**config.mk**
```make
export PLATFORM = sky130hd
export DESIGN_NAME = fade_out_hold_in_sequencer_unit
export DESIGN_NICKNAME = d
export VERILOG_FILES = /design/src/hw/rtl/fohs_pkg.sv /design/src/hw/rtl/fohs_front.sv /design/src/hw/rtl/fohs_div.sv /design/src/hw/rtl/fohs_back.sv /design/src/hw/rtl/fade_out_hold_in_sequencer_unit.sv
export SDC_FILE = /design/constraint.sdc
export NUM_CORES = 1
export LEC_CHECK = 0
export BUFFER_PORTS_ARGS = -buffer_cell sky130_fd_sc_hd__buf_2
export CAP_MARGIN = 25
export CORE_MARGIN = 5
export CORE_UTILIZATION = 60
export CTS_CLUSTER_SIZE = 16
export DETAILED_ROUTE_END_ITERATION = 10
export PLACE_DENSITY = 0.8
export SLEW_MARGIN = 0
export SYNTH_ARGS = -nofsm -noshare
export SYNTH_HDL_FRONTEND = slang
export SYNTH_SLANG_ARGS = --single-unit
```
**constraint.sdc**
```tcl
create_clock -name clk -period 8.7 [get_ports clk]
set_input_delay 0.435 -clock clk [delete_from_list [all_inputs] [get_ports clk]]
set_output_delay 0.435 -clock clk [all_outputs]
set_load 0.005 [all_outputs]
```
**src/hw/rtl/fohs_pkg.sv**
```systemverilog
`default_nettype none
package fohs_pkg;

  localparam int TIMER_BITS_DEF = 16;
  localparam int LEN_W          = 16;
  localparam int QW             = 8;
  localparam int QDEPTH         = 2;
  localparam int PADDR_W        = 3;
  localparam logic [LEN_W-1:0] DEFAULT_LEN = 16'd30;
  localparam logic [15:0]      SPEED_ONE   = 16'd256;
  localparam logic [8:0]       PROG_FULL   = 9'd256;

  // command codes
  localparam logic [2:0] CMD_TICK      = 3'd0;
  localparam logic [2:0] CMD_START_OUT = 3'd1;
  localparam logic [2:0] CMD_START_IN  = 3'd2;
  localparam logic [2:0] CMD_SKIP      = 3'd3;
  localparam logic [2:0] CMD_RESET     = 3'd4;

  // phase codes
  localparam logic [1:0] PH_IDLE = 2'd0;
  localparam logic [1:0] PH_OUT  = 2'd1;
  localparam logic [1:0] PH_HOLD = 2'd2;
  localparam logic [1:0] PH_IN   = 2'd3;

  // register indexes
  localparam logic REG_HOLD  = 1'b0;
  localparam logic REG_SPEED = 1'b1;

  typedef enum logic [2:0] {
    OP_TICK,
    OP_START_OUT,
    OP_START_IN,
    OP_SKIP,
    OP_RESET,
    OP_NONE
  } op_t;

  typedef struct packed {
    logic [2:0]  cmd;
    logic [15:0] duration;
  } in_word_t;

  typedef struct packed {
    logic [7:0] alpha;
    logic [8:0] progress;
    logic [1:0] phase;
    logic       callback_fired;
  } out_word_t;

  typedef struct packed {
    op_t              op;
    logic [LEN_W-1:0] len;
  } qentry_t;

  typedef struct packed {
    logic    valid;
    qentry_t e;
  } qhead_t;

  typedef struct packed {
    logic [15:0] hold_length;
    logic [15:0] speed;
  } cfg_t;

endpackage
`default_nettype wire

```
**src/hw/rtl/fohs_front.sv**
```systemverilog
`default_nettype none
module fohs_front (
  input  logic               clk,
  input  logic               rst,
  input  logic               cmd_valid,
  output logic               cmd_stall,
  input  fohs_pkg::in_word_t cmd_word,
  input  logic               pop,
  output fohs_pkg::qhead_t   head
);
  import fohs_pkg::*;

  localparam int QAW = $clog2(QDEPTH);

  qentry_t        mem [QDEPTH];
  qentry_t        entry;
  logic [QAW-1:0] wr_ptr;
  logic [QAW-1:0] rd_ptr;
  logic [QAW:0]   count;
  logic           push;

  always_comb begin
    entry.len = (cmd_word.duration == '0) ? DEFAULT_LEN : cmd_word.duration;
    unique case (cmd_word.cmd)
      CMD_TICK:      entry.op = OP_TICK;
      CMD_START_OUT: entry.op = OP_START_OUT;
      CMD_START_IN:  entry.op = OP_START_IN;
      CMD_SKIP:      entry.op = OP_SKIP;
      CMD_RESET:     entry.op = OP_RESET;
      default:       entry.op = OP_NONE;
    endcase
  end

  assign cmd_stall  = (count == (QAW+1)'(QDEPTH));
  assign push       = cmd_valid && !cmd_stall;
  assign head.valid = (count != '0);
  assign head.e     = mem[rd_ptr];

  always_ff @(posedge clk) begin
    if (push) begin
      mem[wr_ptr] <= entry;
    end
  end

  always_ff @(posedge clk) begin
    if (rst) begin
      wr_ptr <= '0;
      rd_ptr <= '0;
      count  <= '0;
    end else begin
      if (push) begin
        wr_ptr <= wr_ptr + 1'b1;
      end
      if (pop) begin
        rd_ptr <= rd_ptr + 1'b1;
      end
      count <= count + (QAW+1)'(push) - (QAW+1)'(pop);
    end
  end

endmodule
`default_nettype wire

```
**src/hw/rtl/fohs_div.sv**
```systemverilog
`default_nettype none
module fohs_div #(
  parameter int RW = 40
) (
  input  logic                  clk,
  input  logic                  rst,
  input  logic                  start,
  input  logic [RW-1:0]         dividend,
  input  logic [RW-1:0]         divisor,
  output logic                  done,
  output logic [fohs_pkg::QW-1:0] quotient,
  output logic                  rem_nz
);
  import fohs_pkg::*;

  localparam int CW = $clog2(QW);

  logic [RW-1:0] rem;
  logic [RW-1:0] dsh;
  logic [CW-1:0] cnt;
  logic          busy;
  logic          ge;

  assign ge     = (rem >= dsh);
  assign rem_nz = (rem != '0);

  // restoring division, one quotient bit a cycle, quotient known to fit QW bits
  always_ff @(posedge clk) begin
    if (start) begin
      rem      <= dividend;
      dsh      <= divisor << (QW - 1);
      quotient <= '0;
    end else if (busy) begin
      if (ge) begin
        rem <= rem - dsh;
      end
      quotient <= {quotient[QW-2:0], ge};
      dsh      <= dsh >> 1;
    end
  end

  always_ff @(posedge clk) begin
    if (rst) begin
      busy <= 1'b0;
      done <= 1'b0;
      cnt  <= '0;
    end else begin
      done <= 1'b0;
      if (start) begin
        busy <= 1'b1;
        cnt  <= '0;
      end else if (busy) begin
        cnt <= cnt + 1'b1;
        if (cnt == CW'(QW - 1)) begin
          busy <= 1'b0;
          done <= 1'b1;
        end
      end
    end
  end

endmodule
`default_nettype wire

```
**src/hw/rtl/fohs_back.sv**
```systemverilog
`default_nettype none
module fohs_back #(
  parameter int TIMER_BITS = fohs_pkg::TIMER_BITS_DEF
) (
  input  logic                clk,
  input  logic                rst,
  input  fohs_pkg::cfg_t      cfg,
  input  fohs_pkg::qhead_t    head,
  output logic                pop,
  output logic                res_valid,
  input  logic                res_stall,
  output fohs_pkg::out_word_t res_word
);
  import fohs_pkg::*;

  localparam int NUMW = TIMER_BITS + 16;
  localparam int RW   = NUMW + 8;
  localparam int CW   = (TIMER_BITS > LEN_W) ? TIMER_BITS : LEN_W;
  localparam logic [TIMER_BITS-1:0] TMAX = '1;

  typedef enum logic [4:0] {
    ST_WAIT = 5'b00001,
    ST_MUL  = 5'b00010,
    ST_CMP  = 5'b00100,
    ST_DIVP = 5'b01000,
    ST_DIVA = 5'b10000
  } st_t;

  st_t                   st, st_next;
  logic [1:0]            phase, phase_next;
  logic [TIMER_BITS-1:0] frame_timer, frame_timer_next;
  logic [LEN_W-1:0]      out_len, out_len_next;
  logic [LEN_W-1:0]      in_len, in_len_next;
  logic [7:0]            alpha, alpha_next;
  logic [8:0]            progress, progress_next;
  logic [NUMW-1:0]       num, num_next;
  out_word_t             res_word_next;
  logic                  wr_out;
  logic                  out_free;
  logic                  fired;
  logic                  fade_done;
  logic [TIMER_BITS-1:0] adv;
  logic [LEN_W-1:0]      cur_len;
  logic [15:0]           spd;
  logic                  div_start;
  logic [RW-1:0]         div_num;
  logic [RW-1:0]         div_den;
  logic                  div_done;
  logic [QW-1:0]         div_q;
  logic                  div_nz;

  fohs_div #(.RW(RW)) u_div (
    .clk      (clk),
    .rst      (rst),
    .start    (div_start),
    .dividend (div_num),
    .divisor  (div_den),
    .done     (div_done),
    .quotient (div_q),
    .rem_nz   (div_nz)
  );

  assign out_free = !res_valid || !res_stall;
  assign adv      = (frame_timer != TMAX) ? frame_timer + 1'b1 : frame_timer;
  assign cur_len  = (phase == PH_OUT) ? out_len : in_len;
  assign spd      = (cfg.speed == '0) ? SPEED_ONE : cfg.speed;

  always_comb begin
    st_next          = st;
    phase_next       = phase;
    frame_timer_next = frame_timer;
    out_len_next     = out_len;
    in_len_next      = in_len;
    alpha_next       = alpha;
    progress_next    = progress;
    num_next         = num;
    pop              = 1'b0;
    wr_out           = 1'b0;
    fired            = 1'b0;
    fade_done        = 1'b0;
    div_start        = 1'b0;
    div_num          = RW'(num);
    div_den          = RW'(cur_len);
    unique case (st)
      ST_WAIT: begin
        if (head.valid && out_free) begin
          pop = 1'b1;
          unique case (head.e.op)
            OP_TICK: begin
              unique case (phase)
                PH_OUT, PH_IN: begin
                  frame_timer_next = adv;
                  st_next          = ST_MUL;
                end
                PH_HOLD: begin
                  frame_timer_next = adv;
                  alpha_next       = 8'd255;
                  progress_next    = PROG_FULL;
                  if (CW'(adv) >= CW'(cfg.hold_length)) begin
                    fired            = 1'b1;
                    phase_next       = PH_IN;
                    frame_timer_next = '0;
                  end
                  wr_out = 1'b1;
                end
                default: begin
                  wr_out = 1'b1;
                end
              endcase
            end
            OP_START_OUT: begin
              phase_next       = PH_OUT;
              out_len_next     = head.e.len;
              frame_timer_next = '0;
              progress_next    = '0;
              wr_out           = 1'b1;
            end
            OP_START_IN: begin
              phase_next       = PH_IN;
              in_len_next      = head.e.len;
              frame_timer_next = '0;
              progress_next    = '0;
              wr_out           = 1'b1;
            end
            OP_SKIP: begin
              unique case (phase)
                PH_OUT: begin
                  fired      = 1'b1;
                  phase_next = PH_IN;
                  if (CW'(in_len) > CW'(TMAX)) begin
                    frame_timer_next = TMAX;
                  end else begin
                    frame_timer_next = TIMER_BITS'(in_len);
                  end
                  alpha_next    = '0;
                  progress_next = PROG_FULL;
                end
                PH_IN: begin
                  phase_next    = PH_IDLE;
                  alpha_next    = '0;
                  progress_next = PROG_FULL;
                end
                PH_HOLD: begin
                  fired         = 1'b1;
                  phase_next    = PH_IDLE;
                  alpha_next    = '0;
                  progress_next = PROG_FULL;
                end
                default: begin
                end
              endcase
              wr_out = 1'b1;
            end
            OP_RESET: begin
              phase_next       = PH_IDLE;
              frame_timer_next = '0;
              alpha_next       = '0;
              progress_next    = '0;
              wr_out           = 1'b1;
            end
            default: begin
              wr_out = 1'b1;
            end
          endcase
        end
      end
      ST_MUL: begin
        num_next = NUMW'(frame_timer) * NUMW'(spd);
        st_next  = ST_CMP;
      end
      ST_CMP: begin
        if (num >= (NUMW'(cur_len) << 8)) begin
          progress_next = PROG_FULL;
          alpha_next    = (phase == PH_OUT) ? 8'd255 : 8'd0;
          fade_done     = 1'b1;
        end else begin
          div_start = 1'b1;
          st_next   = ST_DIVP;
        end
      end
      ST_DIVP: begin
        if (div_done) begin
          progress_next = {1'b0, div_q};
          div_num       = (RW'(num) << 8) - RW'(num);
          div_den       = RW'(cur_len) << 8;
          div_start     = 1'b1;
          st_next       = ST_DIVA;
        end
      end
      ST_DIVA: begin
        if (div_done) begin
          if (phase == PH_OUT) begin
            alpha_next = div_q;
          end else begin
            alpha_next = 8'd255 - div_q - 8'(div_nz);
          end
          fade_done = 1'b1;
        end
      end
      default: begin
        st_next = ST_WAIT;
      end
    endcase

    // end of a fade phase on the raw frame count
    if (fade_done) begin
      st_next = ST_WAIT;
      wr_out  = 1'b1;
      if (CW'(frame_timer) >= CW'(cur_len)) begin
        if (phase == PH_OUT) begin
          if (cfg.hold_length != '0) begin
            phase_next = PH_HOLD;
          end else begin
            fired      = 1'b1;
            phase_next = PH_IN;
          end
          frame_timer_next = '0;
        end else begin
          phase_next    = PH_IDLE;
          alpha_next    = '0;
          progress_next = PROG_FULL;
        end
      end
    end

    res_word_next.alpha          = alpha_next;
    res_word_next.progress       = progress_next;
    res_word_next.phase          = phase_next;
    res_word_next.callback_fired = fired;
  end

  always_ff @(posedge clk) begin
    num <= num_next;
    if (wr_out) begin
      res_word <= res_word_next;
    end
  end

  always_ff @(posedge clk) begin
    if (rst) begin
      st          <= ST_WAIT;
      phase       <= PH_IDLE;
      frame_timer <= '0;
      out_len     <= DEFAULT_LEN;
      in_len      <= DEFAULT_LEN;
      alpha       <= '0;
      progress    <= '0;
      res_valid   <= 1'b0;
    end else begin
      st          <= st_next;
      phase       <= phase_next;
      frame_timer <= frame_timer_next;
      out_len     <= out_len_next;
      in_len      <= in_len_next;
      alpha       <= alpha_next;
      progress    <= progress_next;
      if (wr_out) begin
        res_valid <= 1'b1;
      end else if (!res_stall) begin
        res_valid <= 1'b0;
      end
    end
  end

endmodule
`default_nettype wire

```
**src/hw/rtl/fade_out_hold_in_sequencer_unit.sv**
```systemverilog
// start, skip, reset, idle and hold-tick words are written to the result register as they
// are accepted; a tick in a fade phase goes through multiply, compare and two 8-step serial
// divisions, or only multiply and compare when the fade is already complete
// the back end takes one word at a time; a 2-entry queue lets the front take words meanwhile
// synchronous reset: idle phase, timer and alpha cleared, fade lengths 30, hold 0, speed 1.0
`default_nettype none
module fade_out_hold_in_sequencer_unit #(
  parameter int TIMER_BITS = fohs_pkg::TIMER_BITS_DEF
) (
  input  logic                         clk,
  input  logic                         rst,
  input  logic                         psel,
  input  logic                         penable,
  input  logic                         pwrite,
  input  logic [fohs_pkg::PADDR_W-1:0] paddr,
  input  logic [31:0]                  pwdata,
  output logic [31:0]                  prdata,
  output logic                         pready,
  input  logic                         cmd_valid,
  output logic                         cmd_stall,
  input  fohs_pkg::in_word_t           cmd_word,
  output logic                         res_valid,
  input  logic                         res_stall,
  output fohs_pkg::out_word_t          res_word
);
  import fohs_pkg::*;

  cfg_t   cfg;
  qhead_t head;
  logic   pop;

  assign pready = 1'b1;
  assign prdata = (paddr[2] == REG_SPEED) ? {16'b0, cfg.speed} : {16'b0, cfg.hold_length};

  always_ff @(posedge clk) begin
    if (rst) begin
      cfg.hold_length <= '0;
      cfg.speed       <= SPEED_ONE;
    end else if (psel && penable && pwrite && pready) begin
      unique case (paddr[2])
        REG_HOLD:  cfg.hold_length <= pwdata[15:0];
        REG_SPEED: cfg.speed       <= pwdata[15:0];
        default: begin
        end
      endcase
    end
  end

  fohs_front u_front (
    .clk       (clk),
    .rst       (rst),
    .cmd_valid (cmd_valid),
    .cmd_stall (cmd_stall),
    .cmd_word  (cmd_word),
    .pop       (pop),
    .head      (head)
  );

  fohs_back #(.TIMER_BITS(TIMER_BITS)) u_back (
    .clk       (clk),
    .rst       (rst),
    .cfg       (cfg),
    .head      (head),
    .pop       (pop),
    .res_valid (res_valid),
    .res_stall (res_stall),
    .res_word  (res_word)
  );

  a_pop_has_word: assert property (@(posedge clk) disable iff (rst)
    pop |-> head.valid)
    else $error("back end took a word from an empty queue");

  a_idle_alpha: assert property (@(posedge clk) disable iff (rst)
    (res_valid && res_word.phase == PH_IDLE) |-> (res_word.alpha == 8'd0))
    else $error("idle result with nonzero alpha");

  a_progress_range: assert property (@(posedge clk) disable iff (rst)
    res_valid |-> (res_word.progress <= PROG_FULL))
    else $error("progress above full scale");

  a_callback_phase: assert property (@(posedge clk) disable iff (rst)
    (res_valid && res_word.callback_fired) |->
      (res_word.phase == PH_IN || res_word.phase == PH_IDLE))
    else $error("callback fired outside a move to fade-in or idle");

endmodule
`default_nettype wire

```
# Yosys cells after proc, flatten, opt, wreduce, memory -nomap -nowiden
# Memories as Yosys holds them, arrays and structs flattened. A register that Yosys moved wholly into a read port is not among the register bits.
# Cells that the tools add are included.
[word_totals] elab_cells=196 output_inout_bits=55 memories=1 ram_bits=38 inputBits=61 reg_bits=254
[mem_list] memory="u_front.mem" depth=2 width=19 read_ports=1 rd_ports_with_merged_regs=1 write_ports=1 line="fohs_front.sv:15" source="qentry_t mem [QDEPTH];"
[op_classes] eq_ne=25 n_reduce_logical=31 n_bitwise=3 order_cmp=5 add_sub_neg=10 mux=95 mul=1
[op_table] cell="two-way mux 40 bit" n=7
[op_table] cell="two-way mux 16 bit" n=13
[op_table] cell="two-way mux 8 bit" n=10
[op_table] cell="two-way mux 9 bit" n=8
[op_table] cell="case mux 9 bit (3 select lines)" n=2
[op_table] cell="case mux 16 bit (3 select lines)" n=1
[op_table] cell="case mux 8 bit (3 select lines)" n=2
[op_table] cell="greater-or-equal comparator 40 bit" n=1
[op_table] cell="nonzero test 40 bit" n=1
[op_table] cell="subtractor 40 x 32 -> 40 bit" n=1
[op_table] cell="subtractor 40 bit" n=1
[op_table] cell="two-way mux 33 bit" n=1
[op_table] cell="greater-or-equal comparator 16 bit" n=2
[op_table] cell="greater-or-equal comparator 32 x 24 -> 1 bit" n=1
[op_table] cell="zero test 16 bit" n=2
[op_table] cell="multiplier 16 x 16 -> 32 bit" n=1
[op_table] cell="case mux 16 bit (2 select lines)" n=1
[op_table] cell="two-way mux 1 bit" n=30
[op_table] cell="two-way mux 5 bit" n=5
[op_table] cell="case mux 5 bit (5 select lines)" n=1
[op_table] cell="two-way mux 24 bit" n=1
[op_table] cell="adder 16 x 1 -> 16 bit (second input constant)" n=1
[op_table] cell="greater-than comparator 16 bit (second input constant)" n=1
[op_table] cell="inequality test 16 bit (second input constant)" n=1
[op_table] cell="other kinds (35)" n=75

# Longest topological paths before layout
[depth] ltp_word=12 mapped_depth=26

# By module
# From an unflattened synthesis, not the netlist that was laid out.
[unflattened] hier_cells=3026 hier_area_um2=27294.9
[by_module_without_submodules] mod="fohs_back" area_per_inst_um2=17704.5 seq_area_each_um2=3022.9 cells_per_inst=2094 instances=1
[by_module_without_submodules] mod="fohs_div" area_per_inst_um2=6163.4 seq_area_each_um2=2592.5 cells_per_inst=661 instances=1
[by_module_without_submodules] mod="fohs_front" area_per_inst_um2=1722.9 seq_area_each_um2=1241.2 cells_per_inst=109 instances=1
[by_module_without_submodules] mod="fade_out_hold_in_sequencer_unit" area_per_inst_um2=1704.1 seq_area_each_um2=640.6 cells_per_inst=162 instances=1

# Worst setup path before layout
# Ideal clock, no wire load.
[synth_timing] kind="register to register" from="reg cfg[2] (netlist name)" to="reg u_back.num[29] (data pin)" arrival_time_ps=6366 synth_period_minus_slack_ps=6632 setup_time_ps=266 path_slack_ps=2068 path_buffers=2 path_stages_with_launch=26 cell_sequence="dfxtp_1 > clkbuf_1 > nor4_1 > a41o_1 > clkbuf_1 > nand2_1 > fa_1 > inv_1 > fa_1 > inv_1 > fa_1 > inv_1 > fa_1 > fa_1 > inv_1 > fa_1 > inv_1 > ha_1 > a21o_1 > a21o_1 > a21o_1 > o311ai_1 > a31oi_1 > a21o_1 > o41ai_1 > xnor2_1"
[synth_between] elab_chain_len=3
[synth_lines] item="zero test 16 bit" line="fohs_back.sv:66" source="assign spd = (cfg.speed == '0) ? SPEED_ONE : cfg.speed;"
[synth_lines] item="two-way mux 16 bit (*)" line="fohs_back.sv:66"
[synth_lines] item="multiplier 16 x 16 -> 32 bit (*)" line="fohs_back.sv:168" source="num_next = NUMW'(frame_timer) * NUMW'(spd);"
[synth_lines] item="end signal: assignment" line="fohs_back.sv:233" source="num <= num_next;"
[synth_lines] item="end: declaration" line="fohs_back.sv:36" source="logic [NUMW-1:0] num, num_next;"
# Mark *: on every way between the ends. The rest lies on a longest branch, timed or not.
# A chain may end at the register's enable or synchronous reset.

# Worst setup path in the final report
[layout_timing] from="reg cfg[2] (netlist name)" to="reg u_back.num[29] (data pin)"
[layout_between] elab_chain_len=3
[layout_lines] item="zero test 16 bit" line="fohs_back.sv:66"
[layout_lines] item="two-way mux 16 bit (*)" line="fohs_back.sv:66"
[layout_lines] item="multiplier 16 x 16 -> 32 bit (*)" line="fohs_back.sv:168"
# Marked as above.

==> impl_metrics.ini <==
[status]
status = completed

[cts]
clock_latency_ps = 590
cts_tree = built
cts.sinks = 284
cts_hold_buf = 0
clkTransAtPathRegs_ps = 70
ctsResizeCount = 0
numCtsBuffers = 31
cts_htree_levels = 1
cts_buffer_depth = 3
root_buffer = clkbuf_16
post_cts_buffers = 0

[pwr]
vdd_drop_max_uv = 173
p_leak_nw = 12.2
powerDensity_mw_per_mm2 = 143

[worst_setup_path]
cp.arrival_ps = 7790
start_kind = flip-flop
worst-setup-path-type = flip-flop to flip-flop
critPathMaxFanout = 19
cp-end-kind = flip-flop
worstPathRequired_ps = 9010

[layout]
mostFrequentLayoutCells = 327 x nand2_1, 322 x inv_1, 221 x ha_1
area_delta_synth_final_pct = 7.32
stdcell_area_mm2 = 0.0275
n_fill_cell = 3335
layout-drive-gt1-share_pct = 7.80
fin_nets = 3349
final_common_cell = nand2_1
n_antenna_cell = 0

[flow_run]
max_cap_viol_count = 0

[grt]
antenna_found_initial = 0
grt_util_all_layers_pct = 28.0
grt_max_degree = 86
grt_pass1_vias = 20900
grt_pass1_wl_um = 108000
grt_overflow = 0

[die]
die-area_mm2 = 0.0470
die_h_um = 217
coreArea_mm2 = 0.0421
initial_core_util_pct = 60.9
num_rows = 75
io_pins = 116
die_w_um = 217

[synth]
syn_inst = 2867
synth_enable_flop_cells = 154
syn_area_per_cell_um2 = 8.94
netlist_area_mm2 = 0.0256
synth_cell_type_count = 90
ys_seq_area_share_pct = 28.2
ys_seq_elements = 284
ys.flop_type = edfxtp_1
ys_async_sr_fraction_pct = 0
yosys_warnings = 0

[route]
vias = 21000
wirelength_um = 67400
drtIter0Drc = 2020
drt_pre_antenna_iters = 6
via_per_inst = 6.12
drc_errors = 0
ant_nets = 0
wl_per_cell_um = 19.6

[sta]
hold_viol_final = 0
period_share_pct = 86.0
setup_viol = 0
drv_slew = 0
relSlewSlack_pct = 21.8
tns_ps = 0
rsz0062_at_grt = no
fin_hold_ws_ps = 64.1
fin_crit_ps = 7480
skew_ps = 20.9
timing.fmax_mhz = 134
worstMarginPinSlew_ps = 1160

[placement]
place.gp.congestion = 0.963
io_buffers = 80
placed_area_mm2 = 0.0264
dp_hpwl_um = 51000

[hold_path]
hold_path_class = primary input to flip-flop
[routing by layer]
layer	global-route usage, %	vias to the layer above	share of wire, %
met5	0	-	0
met4	8.61	0	3.5
met3	4.92	155	8.5
met2	46.1	910	47
met1	38.1	10200	41
li1	-	9796	-
[Yosys cell counts, types with 8 or more instances]
cell type  number  area [um2]
nor2_1        197         739
a311oi_1       11        96.3
nor3_1         37         185
a211oi_1       42         315
nor2b_1        18         113
o211ai_1       19         143
nand3b_1        8        60.1
fa_1          195        3900
clkbuf_1      133         499
a21oi_1       181         906
buf_4          17         128
a211o_1        10        87.6
o21ai_0        93         465
a21o_1         60         450
nand4_1        33         206
inv_1         322        1210
or2_2          10        62.6
a22oi_1        24         180
and2_1        122         763
nand2b_1       21         131
mux2i_1        57         571
and3_1         27         169
or3_1          10        62.6
xnor2_1        75         657
a31oi_1        24         150
o31ai_1         8        60.1
o21a_1         13        97.6
edfxtp_1      154        4620
nor4_1         26         163
nand3_1        45         225
dfxtp_1       130        2600
ha_1          221        2770
o221ai_1        8        70.1
xor2_1         36         315
nand2_1       327        1230
buf_2          12        60.1
o22ai_1        29         181
[state kept, by name (all words and copies together) (netlist names), 2 cells and up, named ones only]
signal                 count
u_back.in_len             16
u_back.num                32
u_back.u_div.rem          40
u_front.mem               38
u_back.u_div.cnt           3
u_back.frame_timer        16
u_back.u_div.quotient      8
cfg                       32
u_back.phase               2
u_back.res_word           20
u_back.progress            9
u_back.out_len            16
u_back.alpha               8
u_back.st                  5
u_back.u_div.dsh          31
u_front.count              2
[metrics by stage]
step	std cells	worst slack [ps]	power [mW]	utilization (%)
after global placement	3373	1350	2.53	62.6
after global routing	3436	926	4.11	65.3
after CTS	3434	1240	3.93	65.2
after floorplan	2882	2070	2.28	-
after detailed placement	3376	1270	2.58	62.7
final	3436	1220	3.94	65.3
[critical path, cell delays in order (launching register included)]
cell and delay [ps]:
dfxtp_1 600, nor4_1 410, a41o_1 610, nand2_1 170
fa_1 530, inv_1 50, fa_1 490, inv_1 50
fa_1 530, inv_1 50, fa_1 460, fa_1 490
inv_1 50, fa_1 470, inv_1 40, ha_1 330
a21o_1 170, a21o_1 170, a21o_1 210, o311ai_1 410
a31oi_1 230, a21o_1 240, o41ai_1 330, xnor2_1 110
[cell families (layout without fill, tap and decap cells)]
logic type                 count (synthesis)  count (layout)  share of synthesized area (%)
and+or+nand+nor                          908             908                           17.0
AOI/OAI and AO/OA                        588             588                           14.9
buffers and inverters                    494             509                           7.63
adders and majority gates                416             416                           26.0
DFF                                      284             284                           28.2
xor gates and xnor gates                 111             111                           3.79
muxes                                     64              64                           2.53
other                                      2              17                         0.0293
[area by class of cell]
type | instances | area (um2) | share of cell area, %
sequential | 284 | 7230 | 26.3
clock buffer | 37 | 838 | 3.05
timing repair buffer | 128 | 827 | 3.01
inverter | 323 | 1210 | 4.41
multi-input combinational | 2104 | 16500 | 60.1
clock inverter | 21 | 206 | 0.750
tap | 539 | 674 | 2.45
[power breakdown]
part	internal, mW	total, mW	leakage [nW]	switching (mW)
combinational	0.345	0.937	9.32	0.592
clock	0.779	1.35	0.504	0.573
sequential	1.57	1.65	2.41	0.0825
[final timing paths]
kind,start,depth (start not counted),slack [ps],end
setup / recovery,cfg[2],23,1220,u_back.num[29]
hold / removal,cmd_word[14],1,60,u_front.mem[1][14]
setup reg to reg,cfg[2],23,1220,u_back.num[29]
hold reg to reg,u_back.out_len[1],1,470,u_back.out_len[1]
No activity file was read; power rests on OpenSTA's default activity.
